===== config.mk =====
export PLATFORM = sky130hd
export DESIGN_NAME = loop_marker_snap_unit
export DESIGN_NICKNAME = d
export VERILOG_FILES = /design/src/rtl/lmsu_pkg.sv /design/src/rtl/loop_marker_snap_unit.sv
export SDC_FILE = /design/constraint.sdc
export NUM_CORES = 1
export LEC_CHECK = 0
export BUFFER_PORTS_ARGS = -buffer_cell sky130_fd_sc_hd__buf_2
export CAP_MARGIN = 40
export CORE_MARGIN = 4
export CORE_UTILIZATION = 58
export CTS_BUF_LIST = sky130_fd_sc_hd__clkbuf_8
export DETAILED_ROUTE_END_ITERATION = 6
export PLACE_DENSITY_LB_ADDON = 0.12
export REMOVE_ABC_BUFFERS = 1
export SYNTH_ARGS = -nofsm -noshare
export SYNTH_HDL_FRONTEND = slang
export SYNTH_SLANG_ARGS = --single-unit

===== constraint.sdc =====
create_clock -name clk -period 8.8 [get_ports clk]
set_clock_uncertainty 0.1 [all_clocks]
set_input_delay 0.88 -clock clk [delete_from_list [all_inputs] [get_ports clk]]
set_output_delay 0.88 -clock clk [all_outputs]
set_load 0.03 [all_outputs]

===== src/rtl/lmsu_pkg.sv =====
// Package for the loop marker snap unit: request/response types, command codes, FSM states.
package lmsu_pkg;

    localparam int TICK_W = 32;
    localparam int SNAP_W = 16;
    localparam int MEAS_W = 24;
    localparam int SNAP_STEPS_SHIFT = 2;   // four snaps = snap << 2
    localparam int CNT_W = $clog2(TICK_W);

    typedef enum logic [1:0] {
        KIND_SET_LEFT   = 2'd0,
        KIND_SET_RIGHT  = 2'd1,
        KIND_SNAP_LEFT  = 2'd2,
        KIND_SNAP_RIGHT = 2'd3
    } kind_t;

    typedef enum logic [1:0] {
        ST_IDLE,
        ST_DIV,
        ST_ROUND,
        ST_FINISH
    } state_t;

    typedef struct packed {
        kind_t               kind;
        logic [TICK_W-1:0]   tick;
        logic [SNAP_W-1:0]   snap;
    } req_t;

    typedef struct packed {
        logic [TICK_W-1:0]   left_marker;
        logic [TICK_W-1:0]   right_marker;
        logic [TICK_W-1:0]   start_marker;
        logic [TICK_W-1:0]   snapped_tick;
        logic                bad_snap;
    } rsp_t;

    // saturating add at the tick range
    function automatic logic [TICK_W-1:0] sat_add(
        input logic [TICK_W-1:0] a,
        input logic [TICK_W-1:0] b
    );
        logic [TICK_W:0] sum;
        sum = {1'b0, a} + {1'b0, b};
        return sum[TICK_W] ? {TICK_W{1'b1}} : sum[TICK_W-1:0];
    endfunction

endpackage


===== src/rtl/loop_marker_snap_unit.sv =====
// Loop marker snap unit: left/right/start loop markers with grid snapping.
//
// One request in, one response out. Exact set-left/set-right requests and snap
// requests with a zero snap skip the divider and go from acceptance straight
// to the finish state, which fills the response register. Snap requests run a
// bit-serial remainder (tick mod snap), one dividend bit per cycle: accept,
// divide, rounding and commit. A snap-left that crosses the right marker rounds
// a second value through the same divider before commit. A new request is
// taken once the unit is back in idle; a finished response waits in the output
// register and the unit stalls at commit only if that register is still full.
// measure_length is written through cfg_we/cfg_wdata and must only change
// while the unit is idle.
module loop_marker_snap_unit
    import lmsu_pkg::*;
(
    input  logic              clk,
    input  logic              rst_n,
    input  logic              cfg_we,
    input  logic [MEAS_W-1:0] cfg_wdata,
    input  logic              in_valid,
    output logic              in_ready,
    input  req_t              in_data,
    output logic              out_valid,
    input  logic              out_ready,
    output rsp_t              out_data
);

    state_t              state_reg, state_next;
    logic [MEAS_W-1:0]   measure_reg;
    logic [TICK_W-1:0]   left_reg, left_next;
    logic [TICK_W-1:0]   right_reg, right_next;
    logic [TICK_W-1:0]   start_reg, start_next;
    logic                out_valid_reg, out_valid_next;
    logic [CNT_W-1:0]    cnt_reg, cnt_next;
    logic                cross_reg, cross_next;

    // payload registers
    kind_t               kind_reg, kind_next;
    logic [TICK_W-1:0]   tick_reg, tick_next;
    logic [SNAP_W-1:0]   snap_reg, snap_next;
    logic [TICK_W-1:0]   x_reg, x_next;       // value being rounded
    logic [TICK_W-1:0]   dvd_reg, dvd_next;   // dividend shift register
    logic [SNAP_W-1:0]   rem_reg, rem_next;   // partial remainder
    logic [TICK_W-1:0]   t_reg, t_next;       // snap-left rounded tick
    logic [TICK_W-1:0]   r_reg, r_next;       // snap-right rounded tick
    rsp_t                out_reg, out_next;

    logic [SNAP_W:0]     rem_shift;
    logic [TICK_W-1:0]   rounded;
    logic [TICK_W-1:0]   meas_ext;
    logic [TICK_W-1:0]   set_right_t;
    logic                commit;

    assign in_ready  = (state_reg == ST_IDLE);
    assign out_valid = out_valid_reg;
    assign out_data  = out_reg;
    assign meas_ext  = {{(TICK_W-MEAS_W){1'b0}}, measure_reg};

    always_comb
    begin
        logic [SNAP_W-1:0] up_amt;
        up_amt    = snap_reg - rem_reg;
        rem_shift = {rem_reg, dvd_reg[TICK_W-1]};
        // exactly half (rounded down) rounds down
        if (rem_reg > (snap_reg >> 1))
            rounded = sat_add(x_reg, {{(TICK_W-SNAP_W){1'b0}}, up_amt});
        else
            rounded = x_reg - {{(TICK_W-SNAP_W){1'b0}}, rem_reg};
        set_right_t = (tick_reg == '0) ? meas_ext : tick_reg;
    end

    always_comb
    begin
        state_next     = state_reg;
        left_next      = left_reg;
        right_next     = right_reg;
        start_next     = start_reg;
        cnt_next       = cnt_reg;
        cross_next     = cross_reg;
        kind_next      = kind_reg;
        tick_next      = tick_reg;
        snap_next      = snap_reg;
        x_next         = x_reg;
        dvd_next       = dvd_reg;
        rem_next       = rem_reg;
        t_next         = t_reg;
        r_next         = r_reg;
        out_next       = out_reg;
        out_valid_next = out_valid_reg && !out_ready;
        commit         = 1'b0;

        case (state_reg)
            ST_IDLE:
            begin
                if (in_valid)
                begin
                    kind_next  = in_data.kind;
                    tick_next  = in_data.tick;
                    snap_next  = in_data.snap;
                    x_next     = in_data.tick;
                    dvd_next   = in_data.tick;
                    rem_next   = '0;
                    cnt_next   = '0;
                    cross_next = 1'b0;
                    if ((in_data.kind inside {KIND_SET_LEFT, KIND_SET_RIGHT})
                        || in_data.snap == '0)
                        state_next = ST_FINISH;
                    else
                        state_next = ST_DIV;
                end
            end

            ST_DIV:
            begin
                // restoring step: remainder stays below snap
                if (rem_shift >= {1'b0, snap_reg})
                    rem_next = SNAP_W'(rem_shift - {1'b0, snap_reg});
                else
                    rem_next = rem_shift[SNAP_W-1:0];
                dvd_next = {dvd_reg[TICK_W-2:0], 1'b0};
                cnt_next = cnt_reg + 1'b1;
                if (cnt_reg == CNT_W'(TICK_W-1))
                    state_next = ST_ROUND;
            end

            ST_ROUND:
            begin
                if (kind_reg == KIND_SNAP_LEFT && !cross_reg)
                begin
                    t_next = rounded;
                    if (right_reg <= rounded)
                    begin
                        // markers cross: round t + 4 snaps for the right marker
                        x_next   = sat_add(rounded, {{(TICK_W-SNAP_W-SNAP_STEPS_SHIFT){1'b0}},
                                                     snap_reg, {SNAP_STEPS_SHIFT{1'b0}}});
                        dvd_next = x_next;
                        rem_next = '0;
                        cnt_next = '0;
                        cross_next = 1'b1;
                        state_next = ST_DIV;
                    end
                    else
                        state_next = ST_FINISH;
                end
                else
                begin
                    r_next     = rounded;
                    state_next = ST_FINISH;
                end
            end

            ST_FINISH:
            begin
                if (!out_valid_reg || out_ready)
                begin
                    commit         = 1'b1;
                    out_valid_next = 1'b1;
                    state_next     = ST_IDLE;
                    out_next.snapped_tick = tick_reg;
                    out_next.bad_snap     = 1'b0;
                    if (kind_reg == KIND_SET_LEFT)
                    begin
                        left_next  = tick_reg;
                        start_next = tick_reg;
                        if (tick_reg >= right_reg)
                            right_next = sat_add(tick_reg, meas_ext);
                    end
                    else if (kind_reg == KIND_SET_RIGHT)
                    begin
                        if (set_right_t >= meas_ext)
                        begin
                            right_next = set_right_t;
                            if (set_right_t <= left_reg)
                            begin
                                left_next  = set_right_t - meas_ext;
                                start_next = set_right_t - meas_ext;
                            end
                        end
                    end
                    else if (snap_reg == '0)
                        out_next.bad_snap = 1'b1;
                    else if (kind_reg == KIND_SNAP_LEFT)
                    begin
                        if (cross_reg && r_reg > left_reg)
                            right_next = r_reg;
                        left_next  = t_reg;
                        start_next = t_reg;
                        out_next.snapped_tick = t_reg;
                    end
                    else
                    begin
                        if (r_reg > left_reg)
                        begin
                            right_next = r_reg;
                            start_next = left_reg;
                        end
                        out_next.snapped_tick = r_reg;
                    end
                    out_next.left_marker  = left_next;
                    out_next.right_marker = right_next;
                    out_next.start_marker = start_next;
                end
            end

            default:
                state_next = ST_IDLE;
        endcase
    end

    always_ff @(posedge clk or negedge rst_n)
    begin
        if (!rst_n)
        begin
            state_reg     <= ST_IDLE;
            measure_reg   <= '0;
            left_reg      <= '0;
            right_reg     <= '0;
            start_reg     <= '0;
            out_valid_reg <= 1'b0;
            cnt_reg       <= '0;
            cross_reg     <= 1'b0;
        end
        else
        begin
            state_reg     <= state_next;
            if (cfg_we)
                measure_reg <= cfg_wdata;
            left_reg      <= left_next;
            right_reg     <= right_next;
            start_reg     <= start_next;
            out_valid_reg <= out_valid_next;
            cnt_reg       <= cnt_next;
            cross_reg     <= cross_next;
        end
    end

    always_ff @(posedge clk)
    begin
        kind_reg <= kind_next;
        tick_reg <= tick_next;
        snap_reg <= snap_next;
        x_reg    <= x_next;
        dvd_reg  <= dvd_next;
        rem_reg  <= rem_next;
        t_reg    <= t_next;
        r_reg    <= r_next;
        out_reg  <= out_next;
    end

`ifndef NO_ASSERTIONS
    // divider remainder must stay below the grid while dividing or rounding
    a_rem_below_snap: assert property (@(posedge clk) disable iff (!rst_n)
        (state_reg == ST_DIV || state_reg == ST_ROUND) |-> rem_reg < snap_reg)
        else $error("remainder not below snap");

    // an accepted request always leaves idle
    a_accept_busy: assert property (@(posedge clk) disable iff (!rst_n)
        (in_valid && in_ready) |=> state_reg != ST_IDLE)
        else $error("request accepted but unit stayed idle");

    // a commit always presents a response on the next cycle
    a_commit_out: assert property (@(posedge clk) disable iff (!rst_n)
        commit |=> out_valid)
        else $error("commit without response");

    // snap-right needs a single divide pass
    a_snap_right_one_pass: assert property (@(posedge clk) disable iff (!rst_n)
        (state_reg == ST_ROUND && kind_reg == KIND_SNAP_RIGHT) |=> state_reg == ST_FINISH)
        else $error("snap-right did not finish after rounding");
`endif

endmodule

==> out/results.tsv <==
metric	value	unit
startpoint	rem_reg[1]$_SDFFCE_PN0P_	
r2r.worst_path.cells	35	
reg2reg_slack	0.54	ns
wl	109	mm
largest_reg_flops	129	
vias	29200	
root_buffer	clkbuf_8	
rows	85	
cts.path.max_buffers	3	
routedWlPerCell	25.1	um
hp-class	input pin to async pin	
area_growth	11.4	%
start_util	58.9	%
grt_first_pass_wirelength	164	mm
crit_required	9.09	ns
crit_family	compound AO/OA/AOI/OAI gates	
crit_end	dvd_reg[31]$_DFFE_PP_	
clkLatencyLatePin	0.70	ns
slowest_delay	0.57	ns
core_area	0.0540	mm^2
ios	210	
synth_edf_count	323	
route.detailed.drc	0	
finalSetupTns	0	ns
cp.depth	35	
fin_crit_sh	93.8	%
yosys_most_used_dff	edfxtp_1	
die_h	242	um
grt_pass1_vias	28100	
firstDrtPassIters	7	
ys_seq_area_share	40.6	%
ys_warn_count	0	
via_per_inst	6.70	
cp-end-kind	flip-flop	
grt_max_degree	121	
tightest_slew	0.965	ns
antenna_found_initial	1	
finalNonFillerCells	4354	
synth_top_area_share	30.5	%
met3_usage	7.99	%
dp.cells	4203	
top_usage_layer	met2	
final_nets	3940	
place_congestion	1.00	
overflow	0	
startpoint_type	flip-flop	
synthesis.instances	3392	
r2r_start	rem_reg[1]$_SDFFCE_PN0P_	
clk_pin_slew	0.06	ns
synth.avg_cell_area	9.38	um^2
ys_seq_elements	452	
syn_area	0.0318	mm^2
cp_max_fo	9	
ys_top_cells_by_count	338 x nand2_1, 323 x edfxtp_1, 262 x nor2_1	
max_freq	121	MHz
cts_sinks	452	
use_met2	55.8	%
drtIter0Drc	3458	
postCtsHoldBufs	0	
ant_nets	0	
cpMostUsedCell	a21o_1	
hold_viol_final	0	
rr_endpoint	dvd_reg[31]$_DFFE_PP_	
setup_viol	0	
fin_crit	8.26	ns
maxCapViolCount	0	
critPathSlowestCell	or4_1	
status	complete, no violations	
max_slew_margin	35.7	%
slew_viol_final	0	
numCtsBuffers	82	
hpwl	81.4	mm
final_layout_size_suffix_gt1_share	13.8	%
ctsHtreeMaxLevel	3	
port-buffer-count	209	
grt_usage	35.8	%
crit_type	flip-flop to flip-flop	
use_met1	47.6	%
ys_async_sr_fraction	28.5	%
synthTopCellsByArea	edfxtp_1 30%, ha_1 10%, dfrtp_1 10%	
arrival	8.54	ns
rsz0062_at_grt	false	
synth.most_common_cell	nand2_1	
ys_types	94	
dieArea	0.0587	mm^2
yosys.area.top_type	edfxtp_1	
cts_tree	built	
cp.buffers_inverters	1	
chipWidth	242	um
==> stage by stage <==
step | util, % | hold slack (ns) | worst slack (ns) | cell area (um^2)
detailed placement | 62.5 | 0.396 | 0.307 | 33800
global placement | 62.4 | 0.369 | 0.416 | 33700
global route | 65.6 | 0.186 | 0.00203 | 35500
CTS | 65.6 | 0.160 | 0.233 | 35400
floorplan | - | 0.356 | 0.172 | 31100
finish | 65.6 | 0.146 | 0.543 | 35500
==> layer usage <==
layer	vias to the layer above	share of wire [%]
li1	13000	-
met1	13900	39
met2	1874	44
met3	366	12
met4	0	5.5
met5	-	0
==> final cells by class <==
cell class	instances	area, um^2
antenna	1	2.50
clock buffer	93	1280
clock inverter	55	367
fill	4407	18600
inverter	231	875
multi-input combinational	2541	17400
sequential	452	12900
tap	696	871
timing repair buffer	285	1720
==> worst reg2reg max path: cells and delay by family (launching register included) <==
family | cells | cell delay, ns
adder cells (fa/ha/maj) | 3 | 0.92
flip-flops | 1 | 0.38
buffers and inverters | 1 | 0.12
AND/OR/NAND/NOR | 6 | 1.41
AO/OA/AOI/OAI | 24 | 4.88
XOR/XNOR | 1 | 0.14
==> how the worst min path moves through the flow <==
stage	start	to
floorplan	cnt_reg[4]$_DFFE_PN0P_	cnt_reg[4]$_DFFE_PN0P_
global placement	cnt_reg[4]$_DFFE_PN0P_	cnt_reg[4]$_DFFE_PN0P_
detailed placement	start_reg[26]$_DFFE_PN0P_	start_reg[26]$_DFFE_PN0P_
CTS	rst_n	cnt_reg[2]$_DFFE_PN0P_
global route	rst_n	out_valid$_DFF_PN0_
finish	rst_n	cnt_reg[2]$_DFFE_PN0P_
==> repair_timing <==
| action | in CTS | in global routing |
|---|---|---|
| endpoints found under the setup margin | 0 | 62 |
| buffers inserted | 0 | 2 |
| gates resized for setup | 0 | 3 |
==> placed cells by master (no fill, tap or decap), types with 93 or more instances in the layout <==
| master | synthesis | routed |
|---|---|---|
| nand2_1 | 338 | 335 |
| edfxtp_1 | 323 | 323 |
| nor2_1 | 262 | 259 |
| ha_1 | 261 | 259 |
| inv_1 | 229 | 255 |
| o21ai_0 | 235 | 234 |
| buf_2 | 8 | 208 |
| a21oi_1 | 204 | 204 |
| a21o_1 | 129 | 129 |
| dfrtp_1 | 129 | 129 |
| clkbuf_8 | 0 | 93 |
==> kinds of logic (layout without fill, tap and decap cells) <==
family / Yosys count / after routing / synth area share, %
AOI/OAI and AO/OA: 1071 / 1071 / 22.3
xor gates and xnor gates: 117 / 117 / 3.22
adders and majority gates: 268 / 268 / 10.7
buffers and inverters: 399 / 664 / 4.84
DFF: 452 / 452 / 40.6
muxes: 138 / 138 / 4.52
other: 0 / 1 / 0
and+or+nand+nor: 947 / 947 / 13.8
Power is left out: the tool's default activity adds up to more than one toggle a clock period on the data nets, which glitch-free logic cannot reach.
